## src/rtl/core/pgxlat_pkg.sv

```systemverilog
// pgxlat_pkg: types, codes and sizes shared by the page table address translator
// no dependencies; imported by the channel interfaces and the top level
`default_nettype none

package pgxlat_pkg;

    // table and page geometry (table size is a power of two)
    localparam int TABLE_ENTRIES = 64;
    localparam int IDX_W         = $clog2(TABLE_ENTRIES);
    localparam int PAGE_BYTES    = 2048;
    localparam int OFFS_W        = $clog2(PAGE_BYTES);
    // page number inside a 32-page group
    localparam int PAGE_W        = 16 - OFFS_W;
    // wide enough for base + page and for the entry index
    localparam int SUM_W         = (IDX_W > 7) ? IDX_W : 7;

    // configuration register indexes
    localparam logic [1:0] CFG_STORAGE_BYTES = 2'd0;
    localparam logic [1:0] CFG_GUEST_BASE    = 2'd1;
    localparam logic [1:0] CFG_PROTECT_MASK  = 2'd2;
    localparam logic [1:0] CFG_PACT_MASK     = 2'd3;

    localparam int CFG_W = 25;

    typedef enum logic [1:0] {
        OP_WRITE   = 2'd0,
        OP_RESOLVE = 2'd1,
        OP_RANGE   = 2'd2,
        OP_GUEST   = 2'd3
    } op_t;

    typedef enum logic [1:0] {
        ST_OK      = 2'd0,
        ST_PROTECT = 2'd1,
        ST_BOUND   = 2'd2
    } status_t;

    typedef enum logic [1:0] {
        S_IDLE,
        S_READ,
        S_EVAL,
        S_EMIT
    } state_t;

    typedef struct packed {
        op_t         opcode;
        logic [15:0] logical_addr;
        logic [23:0] guest_field;
        logic [7:0]  pact_byte;
        logic [5:0]  table_base;
        logic [15:0] range_length;
        logic        for_write;
        logic [5:0]  entry_index;
        logic [15:0] entry_value;
    } req_t;

    typedef struct packed {
        status_t     status;
        logic [23:0] real_addr;
        logic [15:0] extent_len;
        logic [15:0] fault_addr;
        logic        fault_was_write;
        logic        last;
    } rsp_t;

endpackage

`default_nettype wire

```

## src/rtl/core/pgxlat_req_if.sv

```systemverilog
// pgxlat_req_if: request channel into the translator (valid, ready, payload)
// depends on pgxlat_pkg for the request type
`default_nettype none

interface pgxlat_req_if
    import pgxlat_pkg::*;
();
    logic valid;
    logic ready;
    req_t data;

    modport source (output valid, output data, input ready);
    modport sink   (input valid, input data, output ready);
endinterface

`default_nettype wire

```

## src/rtl/core/pgxlat_rsp_if.sv

```systemverilog
// pgxlat_rsp_if: result channel out of the translator (valid, ready, payload)
// depends on pgxlat_pkg for the result type
`default_nettype none

interface pgxlat_rsp_if
    import pgxlat_pkg::*;
();
    logic valid;
    logic ready;
    rsp_t data;

    modport source (output valid, output data, input ready);
    modport sink   (input valid, input data, output ready);
endinterface

`default_nettype wire

```

## src/rtl/core/page_table_address_translator.sv

```systemverilog
// page_table_address_translator: translation table, range walker and result register
// depends on pgxlat_pkg, pgxlat_req_if and pgxlat_rsp_if
//
// channel   direction  handshake           carries
// req       in         valid/ready         opcode and operand fields
// rsp       out        valid/ready         status, extent and fault report
// cfg       in         cfg_we, no wait     register index and data
//
// a table write returns to idle; a direct resolve, direct guest or empty range goes
// straight to emit; a translated resolve or range walks each page (table read, then
// evaluate) and sends the final result from emit.
// a new request is taken only in idle; one finished result may wait in the
// output register while the next request starts. a stalled output holds the
// walk. reset is asynchronous; the table holds no reset value.
`default_nettype none

module page_table_address_translator
    import pgxlat_pkg::*;
(
    input  wire logic             clk,
    input  wire logic             rst_n,
    input  wire logic             cfg_we,
    input  wire logic [1:0]       cfg_index,
    input  wire logic [CFG_W-1:0] cfg_data,
    pgxlat_req_if.sink            req,
    pgxlat_rsp_if.source          rsp
);

    // configuration registers
    logic [24:0] storage_bytes_reg;
    logic [5:0]  guest_base_reg;
    logic [7:0]  protect_mask_reg;
    logic [7:0]  pact_mask_reg;

    always_ff @(posedge clk or negedge rst_n)
    begin
        if (!rst_n)
        begin
            storage_bytes_reg <= 25'd1048576;
            guest_base_reg    <= 6'd0;
            protect_mask_reg  <= 8'd128;
            pact_mask_reg     <= 8'd127;
        end
        else if (cfg_we)
        begin
            unique case (cfg_index)
                CFG_STORAGE_BYTES: storage_bytes_reg <= cfg_data[24:0];
                CFG_GUEST_BASE:    guest_base_reg    <= cfg_data[5:0];
                CFG_PROTECT_MASK:  protect_mask_reg  <= cfg_data[7:0];
                CFG_PACT_MASK:     pact_mask_reg     <= cfg_data[7:0];
                default:           pact_mask_reg     <= pact_mask_reg;
            endcase
        end
    end

    // sequencer and walk registers
    state_t      state_reg, state_next;
    logic [15:0] walk_addr_reg, walk_addr_next;
    logic [15:0] bytes_left_reg, bytes_left_next;
    logic [23:0] pend_start_reg, pend_start_next;
    logic [15:0] pend_len_reg, pend_len_next;
    logic [5:0]  base_reg, base_next;
    logic        fw_reg, fw_next;
    logic        single_reg, single_next;
    rsp_t        res_reg, res_next;
    logic        out_valid_reg, out_valid_next;
    rsp_t        out_reg, out_next;

    // translation table
    logic [15:0]      table_mem [TABLE_ENTRIES];
    logic [15:0]      rd_data_reg;
    logic             wr_en;
    logic [IDX_W-1:0] wr_idx;
    logic             rd_en;
    logic [IDX_W-1:0] rd_idx;
    logic [SUM_W-1:0] rd_sum;
    logic [SUM_W-1:0] wr_sum;

    req_t req_d;
    logic req_fire;
    logic out_free;

    // evaluation of one page
    logic        pg_bad;
    logic [23:0] pg_real;
    logic [11:0] in_page;
    logic [15:0] chunk;
    logic [15:0] left_after;
    logic [24:0] pend_end;
    logic        merge;
    logic        flush;
    logic [23:0] new_start;
    logic [15:0] new_len;

    // direct paths
    logic [24:0] guest_end;
    logic        direct_resolve;

    assign req_d    = req.data;
    assign req_fire = req.valid && req.ready;
    assign req.ready = (state_reg == S_IDLE);
    assign out_free = !out_valid_reg || rsp.ready;

    assign rsp.valid = out_valid_reg;
    assign rsp.data  = out_reg;

    // table addressing, index wraps modulo the table size
    assign wr_en  = req_fire && (req_d.opcode == OP_WRITE);
    assign wr_sum = SUM_W'(req_d.entry_index);
    assign wr_idx = wr_sum[IDX_W-1:0];
    assign rd_en  = (state_reg == S_READ);
    assign rd_sum = SUM_W'(base_reg) + SUM_W'(walk_addr_reg[15:OFFS_W]);
    assign rd_idx = rd_sum[IDX_W-1:0];

    always_ff @(posedge clk)
    begin
        if (wr_en)
        begin
            table_mem[wr_idx] <= req_d.entry_value;
        end
        if (rd_en)
        begin
            rd_data_reg <= table_mem[rd_idx];
        end
    end

    // page evaluation from the registered table word
    assign pg_bad     = |rd_data_reg[15:13];
    assign pg_real    = {rd_data_reg[12:0], walk_addr_reg[OFFS_W-1:0]};
    assign in_page    = 12'(PAGE_BYTES) - {1'b0, walk_addr_reg[OFFS_W-1:0]};
    assign chunk      = ({4'd0, in_page} < bytes_left_reg) ? {4'd0, in_page} : bytes_left_reg;
    assign left_after = bytes_left_reg - chunk;
    assign pend_end   = {1'b0, pend_start_reg} + {9'd0, pend_len_reg};
    assign merge      = (pend_len_reg != 16'd0) && (pend_end == {1'b0, pg_real});
    assign flush      = (pend_len_reg != 16'd0) && !merge;
    assign new_start  = merge ? pend_start_reg : pg_real;
    assign new_len    = merge ? (pend_len_reg + chunk) : chunk;

    // direct checks at request time
    assign guest_end      = {2'd0, req_d.guest_field[22:0]} + {9'd0, req_d.range_length};
    assign direct_resolve = ((req_d.pact_byte & protect_mask_reg) == 8'd0);

    // next state, walk updates and result pushes
    always_comb
    begin
        state_next      = state_reg;
        walk_addr_next  = walk_addr_reg;
        bytes_left_next = bytes_left_reg;
        pend_start_next = pend_start_reg;
        pend_len_next   = pend_len_reg;
        base_next       = base_reg;
        fw_next         = fw_reg;
        single_next     = single_reg;
        res_next        = res_reg;
        out_valid_next  = out_valid_reg && !rsp.ready;
        out_next        = out_reg;

        unique case (state_reg)
            S_IDLE:
            begin
                if (req_fire)
                begin
                    res_next   = '0;
                    res_next.status = ST_OK;
                    res_next.last   = 1'b1;
                    fw_next         = req_d.for_write;
                    pend_start_next = 24'd0;
                    pend_len_next   = 16'd0;
                    bytes_left_next = req_d.range_length;
                    single_next     = 1'b0;
                    unique case (req_d.opcode)
                        OP_WRITE:
                        begin
                            state_next = S_IDLE;
                        end
                        OP_RESOLVE:
                        begin
                            walk_addr_next = req_d.logical_addr;
                            base_next      = req_d.table_base;
                            single_next    = 1'b1;
                            if (direct_resolve)
                            begin
                                res_next.real_addr = {req_d.pact_byte & pact_mask_reg,
                                                      req_d.logical_addr};
                                state_next = S_EMIT;
                            end
                            else
                            begin
                                state_next = S_READ;
                            end
                        end
                        OP_RANGE:
                        begin
                            walk_addr_next = req_d.logical_addr;
                            base_next      = req_d.table_base;
                            state_next = (req_d.range_length == 16'd0) ? S_EMIT : S_READ;
                        end
                        OP_GUEST:
                        begin
                            if (req_d.guest_field[23])
                            begin
                                walk_addr_next = req_d.guest_field[15:0];
                                base_next      = guest_base_reg;
                                state_next = (req_d.range_length == 16'd0) ? S_EMIT : S_READ;
                            end
                            else
                            begin
                                // direct range with storage bound check
                                if (guest_end > storage_bytes_reg)
                                begin
                                    res_next.status          = ST_BOUND;
                                    res_next.real_addr       = {1'b0, req_d.guest_field[22:0]};
                                    res_next.fault_was_write = req_d.for_write;
                                end
                                else if (req_d.range_length != 16'd0)
                                begin
                                    res_next.real_addr  = {1'b0, req_d.guest_field[22:0]};
                                    res_next.extent_len = req_d.range_length;
                                end
                                state_next = S_EMIT;
                            end
                        end
                        default:
                        begin
                            state_next = S_IDLE;
                        end
                    endcase
                end
            end

            S_READ:
            begin
                state_next = S_EVAL;
            end

            S_EVAL:
            begin
                res_next = '0;
                res_next.status = ST_OK;
                res_next.last   = 1'b1;
                if (pg_bad)
                begin
                    // protection fault ends the item
                    res_next.status          = ST_PROTECT;
                    res_next.fault_addr      = walk_addr_reg;
                    res_next.fault_was_write = fw_reg;
                    pend_len_next            = 16'd0;
                    state_next               = S_EMIT;
                end
                else if (single_reg)
                begin
                    res_next.real_addr = pg_real;
                    state_next         = S_EMIT;
                end
                else if (flush && !out_free)
                begin
                    // hold until the previous extent can be sent
                    res_next   = res_reg;
                    state_next = S_EVAL;
                end
                else
                begin
                    if (flush)
                    begin
                        out_valid_next      = 1'b1;
                        out_next            = '0;
                        out_next.status     = ST_OK;
                        out_next.real_addr  = pend_start_reg;
                        out_next.extent_len = pend_len_reg;
                    end
                    pend_start_next = new_start;
                    pend_len_next   = new_len;
                    bytes_left_next = left_after;
                    walk_addr_next  = walk_addr_reg + chunk;
                    if (left_after == 16'd0)
                    begin
                        res_next.real_addr  = new_start;
                        res_next.extent_len = new_len;
                        state_next          = S_EMIT;
                    end
                    else
                    begin
                        state_next = S_READ;
                    end
                end
            end

            S_EMIT:
            begin
                if (out_free)
                begin
                    out_valid_next = 1'b1;
                    out_next       = res_reg;
                    state_next     = S_IDLE;
                end
            end

            default:
            begin
                state_next = S_IDLE;
            end
        endcase
    end

    // control and walk registers
    always_ff @(posedge clk or negedge rst_n)
    begin
        if (!rst_n)
        begin
            state_reg      <= S_IDLE;
            out_valid_reg  <= 1'b0;
            walk_addr_reg  <= 16'd0;
            bytes_left_reg <= 16'd0;
            pend_start_reg <= 24'd0;
            pend_len_reg   <= 16'd0;
            single_reg     <= 1'b0;
        end
        else
        begin
            state_reg      <= state_next;
            out_valid_reg  <= out_valid_next;
            walk_addr_reg  <= walk_addr_next;
            bytes_left_reg <= bytes_left_next;
            pend_start_reg <= pend_start_next;
            pend_len_reg   <= pend_len_next;
            single_reg     <= single_next;
        end
    end

    // payload registers
    always_ff @(posedge clk)
    begin
        base_reg <= base_next;
        fw_reg   <= fw_next;
        res_reg  <= res_next;
        out_reg  <= out_next;
    end

endmodule

`default_nettype wire

```

## src/flat_wrapper.sv

```systemverilog
// flat-port wrapper written by rule: the top's interface ports become plain ports
module page_table_address_translator_flat import pgxlat_pkg::*;
  (clk, rst_n, cfg_we, cfg_index, cfg_data, req_valid, req_data, req_ready, rsp_valid, rsp_data, rsp_ready);
  pgxlat_req_if req_i ();
  pgxlat_rsp_if rsp_i ();
  input  wire logic clk;
  input  wire logic rst_n;
  input  wire logic cfg_we;
  input  wire logic [1:0] cfg_index;
  input  wire logic [CFG_W-1:0] cfg_data;
  input wire logic [$bits(req_i.valid)-1:0] req_valid;
  input wire logic [$bits(req_i.data)-1:0] req_data;
  output wire logic [$bits(req_i.ready)-1:0] req_ready;
  output wire logic [$bits(rsp_i.valid)-1:0] rsp_valid;
  output wire logic [$bits(rsp_i.data)-1:0] rsp_data;
  input wire logic [$bits(rsp_i.ready)-1:0] rsp_ready;
  assign req_i.valid = req_valid;
  assign req_i.data = req_data;
  assign req_ready = req_i.ready;
  assign rsp_valid = rsp_i.valid;
  assign rsp_data = rsp_i.data;
  assign rsp_i.ready = rsp_ready;
  page_table_address_translator u_core (.clk(clk), .rst_n(rst_n), .cfg_we(cfg_we), .cfg_index(cfg_index), .cfg_data(cfg_data), .req(req_i), .rsp(rsp_i));
endmodule
```

## config.mk

```make
export PLATFORM = sky130hd
export DESIGN_NAME = page_table_address_translator_flat
export DESIGN_NICKNAME = d
export VERILOG_FILES = /design/src/rtl/core/pgxlat_pkg.sv /design/src/rtl/core/pgxlat_req_if.sv /design/src/rtl/core/pgxlat_rsp_if.sv /design/src/rtl/core/page_table_address_translator.sv /design/src/flat_wrapper.sv
export SDC_FILE = /design/constraint.sdc
export NUM_CORES = 2
export LEC_CHECK = 0
export BUFFER_PORTS_ARGS = -buffer_cell sky130_fd_sc_hd__buf_2
export CORE_ASPECT_RATIO = 2
export CORE_MARGIN = 1.5
export CORE_UTILIZATION = 30
export DETAILED_ROUTE_END_ITERATION = 16
export GPL_ROUTABILITY_DRIVEN = 0
export GPL_TIMING_DRIVEN = 1
export PLACE_DENSITY = 0.51
export SETUP_SLACK_MARGIN = 0.02
export SLEW_MARGIN = 20
export SYNTH_ARGS = -nofsm -noshare
export SYNTH_HDL_FRONTEND = slang
export SYNTH_SLANG_ARGS = --single-unit
export TNS_END_PERCENT = 5
```

## constraint.sdc

```tcl
create_clock -name clk -period 8.6 [get_ports clk]
set_clock_uncertainty 0.05 [all_clocks]
set_input_delay 0.86 -clock clk [delete_from_list [all_inputs] [get_ports clk]]
set_output_delay 0.86 -clock clk [all_outputs]
set_load 0.01 [all_outputs]
```

Word-level counts from Yosys, hierarchy flattened
Memories as Yosys holds them, arrays and structs flattened. A register that Yosys moved wholly into a read port is not among the register bits.
Index checks and enable logic that the tools add are counted.
{"block": "classes", "addsub": 7, "mul": 0, "div_mod_pow": 0, "order_cmp": 2, "n_eq_ne": 22, "shifts": 0, "n_mux": 78, "bitwise": 2, "reduce_logical": 36}
{"op": "$mux 60", "n": 6}
{"op": "$mux 16", "n": 17}
{"op": "$pmux 60 s2", "n": 2}
{"op": "$mux 24", "n": 8}
{"op": "$pmux 16 s2", "n": 4}
{"op": "$mux 40", "n": 3}
{"op": "$pmux 24 s2", "n": 2}
{"op": "$mux 42", "n": 1}
{"op": "$mux 39", "n": 1}
{"op": "$mux 34", "n": 1}
{"op": "$add 16x16->16", "n": 2}
{"op": "$logic_not 16->1", "n": 2}
{"op": "$reduce_bool 16->1", "n": 2}
{"op": "$mux 2", "n": 14}
{"op": "$add 24x16->25", "n": 1}
{"op": "$eq 25x24->1", "n": 1}
{"op": "$gt 25x25->1", "n": 1}
{"op": "$add 23x16->24", "n": 1}
{"op": "$mux 18", "n": 1}
{"op": "$mux 17", "n": 1}
{"op": "$and 8x8->8", "n": 2}
{"op": "$lt 12x16->1", "n": 1}
{"op": "$pmux 2 s4", "n": 2}
{"op": "$sub 16x16->16", "n": 1}
{"op": "27 further kinds", "n": 70}
{"block": "word_totals", "reg_bits": 250, "latchBits": 0, "mem_bits_rw": 1024, "romBits": 0, "inputBits": 127, "out_inout_bits": 62, "n_memories": 1}
{"name": "u_core.table_mem", "depth": 64, "word_bits": 16, "read_ports": 1, "rd_ports_with_merged_regs": 1, "write_ports": 1, "line": "page_table_address_translator.sv:70", "text": "logic [15:0] table_mem [TABLE_ENTRIES];"}

Longest topological paths before layout
{"block": "depth", "word_depth": 10, "mapped_depth": 29}

Worst setup path after synthesis
OpenSTA, ideal clock, no wires.
{"block": "synth_path", "path_type": "register to register", "startpoint": "register u_core.walk_addr_reg[0]", "endpoint": "register u_core.res_reg[48] in the netlist's numbering (data pin)", "setup_time_ps": 132, "arrival_ps": 6029, "required_time_ps": 8418, "path_slack_ps": 2389, "path_stages_with_launch": 28, "path_buffers": 3, "synth_period_minus_slack_ps": 6211, "cell_sequence": "dfrtp_1 > clkbuf_1 > nor3_1 > nand2_1 > xor2_1 > ha_1 > a21o_1 > a2111oi_0 > o21ai_0 > a31oi_1 > o21a_1 > clkbuf_1 > nand2_1 > o21ai_0 > ha_1 > inv_1 > fa_1 > a211o_1 > a211o_1 > a21oi_1 > o21ai_0 > a21oi_1 > xnor2_1 > nor4_1 > o211ai_1 > a21oi_1 > clkbuf_1 > a221o_1"}
{"element": "start: declaration", "line": "page_table_address_translator.sv:58", "text": "logic [15:0] walk_addr_reg, walk_addr_next;"}
{"element": "start signal: assignment", "line": "page_table_address_translator.sv:322", "text": "walk_addr_reg <= walk_addr_next;"}
{"element": "end signal: assignment", "line": "page_table_address_translator.sv:335", "text": "res_reg <= res_next;"}
{"element": "end: declaration", "line": "page_table_address_translator.sv:65", "text": "rsp_t res_reg, res_next;"}

==> reports/metrics.cfg <==
[final_layout]
synthToLayoutAreaGrowth_pct=15.2
fin_nets=3711
drive_above_1_share=0.261
largest_register_ffs=1024

[sta]
worst_slack_ps=1190
rsz0062_at_grt=no
fmax_ghz=0.135
finalCriticalPeriod_ps=7410
finalSetupTns_ps=0
worstMarginPinSlew_ps=1190
fin_crit_sh=0.862
hold_viol=0
finalSetupViolations=0
drv_slew=0
slew_headroom=0.185

[yosys]
synth_fa_ha_area_frac=0.0279
synth_top_family_by_area=multiplexers
yosysWarnings=0
synth_compound_area_frac=0.0565
netlist_top_cells_area=edfxtp_1, mux4_2, dfrtp_1
yosys.area.top_type=edfxtp_1
yosys.cell_count.top_type=edfxtp_1
synth_seq_area_share=0.683
synthFlopType=edfxtp_1
synth_area_sq_um=55800
yosys.area_share.simple=0.0502
synthCells=3199
synthXorXnorAreaFrac=0.0148
ys_ff_latch=1289
synth_edf_count=1166
yosys-mux-area-fraction=0.151
synth_top_area_frac=0.628
synth_common_cells=edfxtp_1, mux4_2, nand2_1, nor2_1, clkbuf_1
avgSynthCellArea_sq_um=17.4
async_flop_share=0.0954
synth_cell_types=85

[clock_network]
cts.root.buffer_cell=clkbuf_16
cts_resized=0
cts_num_sinks=1289
cts_setup_buffers=0
htree_levels=3
cts_tree=built
numCtsBuffers=114
insertion_delay_ps=770
cts_hold_buf=0
clkSlewWorstSetupHoldPaths_ps=70
clockBufferDepth=3

[floorplan]
die-area_sq_um=189000
io_pins=189
core_sq_um=185000
std_cell_rows=223
initial_core_util=0.302
die_height_um=613
die_w_um=308

[placement]
pre_cts_slack_ps=1360
place.port_buffers=188
dp_hpwl_um=129000

[grt]
gr-usage-all-layers=0.193
grt_pass1_vias=33100
gr-total-overflow=0
grt_start_max_net_pins=126
grt_pass1_wl_um=254000
grt_antenna_before_repair=21

[detailed_routing]
ant_nets=0
vias_per_cell=5.19
dr.pass1.iters=7
routed_wl_um=182000
vias=31400
wl_per_cell_um=30.2
first_iter_violations=2530
drc_errors=0

[pwr]
p_leak_nw=21.7
ir_drop_v=0.000300
powerDensity_nw_per_um2=353

[status]
status=completed

[worst_hold_path]
hold_path.class=primary input to async pin

[flow_run]
cap_violations=0

[worst_setup_path]
worst-path-max-fanout=27
worstPathArrival_ps=7960
worstSetupEndpointType=flip-flop
crit_type=flip-flop to flip-flop
startpoint_type=flip-flop
required_ps=9150

[kinds of logic after synthesis]
group           Yosys count
compound gates          456
fa+ha+maj               121
xor+xnor                 93
mux                     413
simple gates            589
other cells               1
buf+inv                 237
flops                  1289
[metal layers]
layer | GRT usage | up-vias | part of all wire
met5 | 0 | - | 0.00072
met2 | 0.383 | 1020 | 0.57
met3 | 0.0357 | 440 | 0.048
met4 | 0.110 | 22 | 0.066
li1 | - | 13400 | -
met1 | 0.180 | 16400 | 0.31
[report_power, final]
part	switching, mW	leakage [nW]	total, mW	internal (mW)
sequential	0.541	12.1	8.07	7.53
clock	2.45	1.88	5.38	2.93
combinational	5.25	7.69	9.24	3.99
total	8.24	21.7	22.7	14.4
[stage by stage]
step | power, mW | cells | hold WS, ps | cell area (sq um) | util
after floorplan | 14.0 | 3204 | 422 | 55800 | -
final | 22.7 | 6041 | 139 | 64300 | 0.348
after CTS | 22.9 | 6036 | 128 | 64200 | 0.347
after global routing | 23.7 | 6041 | 186 | 64300 | 0.348
after detailed placement | 17.5 | 5821 | 458 | 60300 | 0.326
after global placement | 17.5 | 5821 | 454 | 60300 | 0.326
[layout make-up]
class / count / area [sq um]
flip-flops and latches: 1289 / 38100
well taps: 2475 / 3100
inverters: 81 / 304
clock inverters: 71 / 896
fillers: 17600 / 120000
clock buffers: 144 / 3000
repair buffers: 299 / 1860
multi-input cells: 1678 / 17000
diodes: 4 / 10.0
[path summary, 6_finish.rpt]
kind / from / endpoint / slack [ps] / cells past startpoint
setup / recovery: u_core.walk_addr_reg[0]$_DFFE_PN0P_ / u_core.res_reg[42]$_DFFE_PP_ / 1190 / 26
hold / removal: rst_n / u_core.storage_bytes_reg[16]$_DFFE_PN0P_ / 140 / 1
setup reg to reg: u_core.walk_addr_reg[0]$_DFFE_PN0P_ / u_core.res_reg[42]$_DFFE_PP_ / 1190 / 26
hold reg to reg: u_core.guest_base_reg[0]$_DFFE_PN0P_ / u_core.guest_base_reg[0]$_DFFE_PN0P_ / 470 / 1
max in group asynchronous: rst_n / u_core.pend_start_reg[7]$_DFFE_PN0P_ / 7070 / 2
min in group clk: req_data[22] / u_core.fw_reg$_DFFE_PP_ / 300 / 1
[worst max-delay path, cell delays in order (launching register included)]
cell and delay (ps):
dfrtp_1 480, nor3_1 410, nand2_1 110, xor2_1 240
ha_1 300, a21o_1 170, a2111oi_0 340, o21ai_0 160
a31oi_1 210, o21a_1 390, buf_4 250, nand2_1 60
o21ai_0 320, ha_1 300, inv_1 70, fa_1 440
a211o_1 330, a211o_1 280, a21oi_1 370, o21ai_0 140
a21oi_1 200, xnor2_1 120, nor4_1 480, nand2_1 200
nor3_4 180, buf_4 390, a221o_1 220
[layout by cell type, fill, tap and decap left out, types with 12 or more instances in the layout]
| cell type | netlist | routed |
|---|---|---|
| edfxtp_1 | 1166 | 1166 |
| mux4_2 | 336 | 336 |
| nand2_1 | 191 | 191 |
| buf_2 | 2 | 180 |
| nor2_1 | 167 | 158 |
| ha_1 | 115 | 114 |
| clkbuf_16 | 0 | 114 |
| dfrtp_1 | 114 | 114 |
| buf_4 | 0 | 113 |
| o21ai_0 | 112 | 111 |
| inv_1 | 80 | 80 |
| a21oi_1 | 72 | 69 |
| mux2_2 | 65 | 65 |
| xnor2_1 | 64 | 60 |
| and3_1 | 42 | 42 |
| nand3_1 | 41 | 41 |
| a22o_1 | 38 | 38 |
| nor3_1 | 31 | 29 |
| a21o_1 | 28 | 28 |
| xor2_1 | 28 | 28 |
| clkbuf_1 | 124 | 27 |
| a32oi_1 | 24 | 24 |
| a221o_1 | 24 | 24 |
| a31oi_1 | 19 | 19 |
| o211ai_1 | 19 | 19 |
| clkinv_2 | 0 | 19 |
| o21a_1 | 18 | 18 |
| nor4_1 | 19 | 17 |
| clkinv_1 | 0 | 17 |
| bufinv_16 | 0 | 14 |
| a211oi_1 | 14 | 13 |
| nand4_1 | 12 | 12 |
| o2bb2ai_1 | 12 | 12 |
No activity file was read; power rests on OpenSTA's default activity.
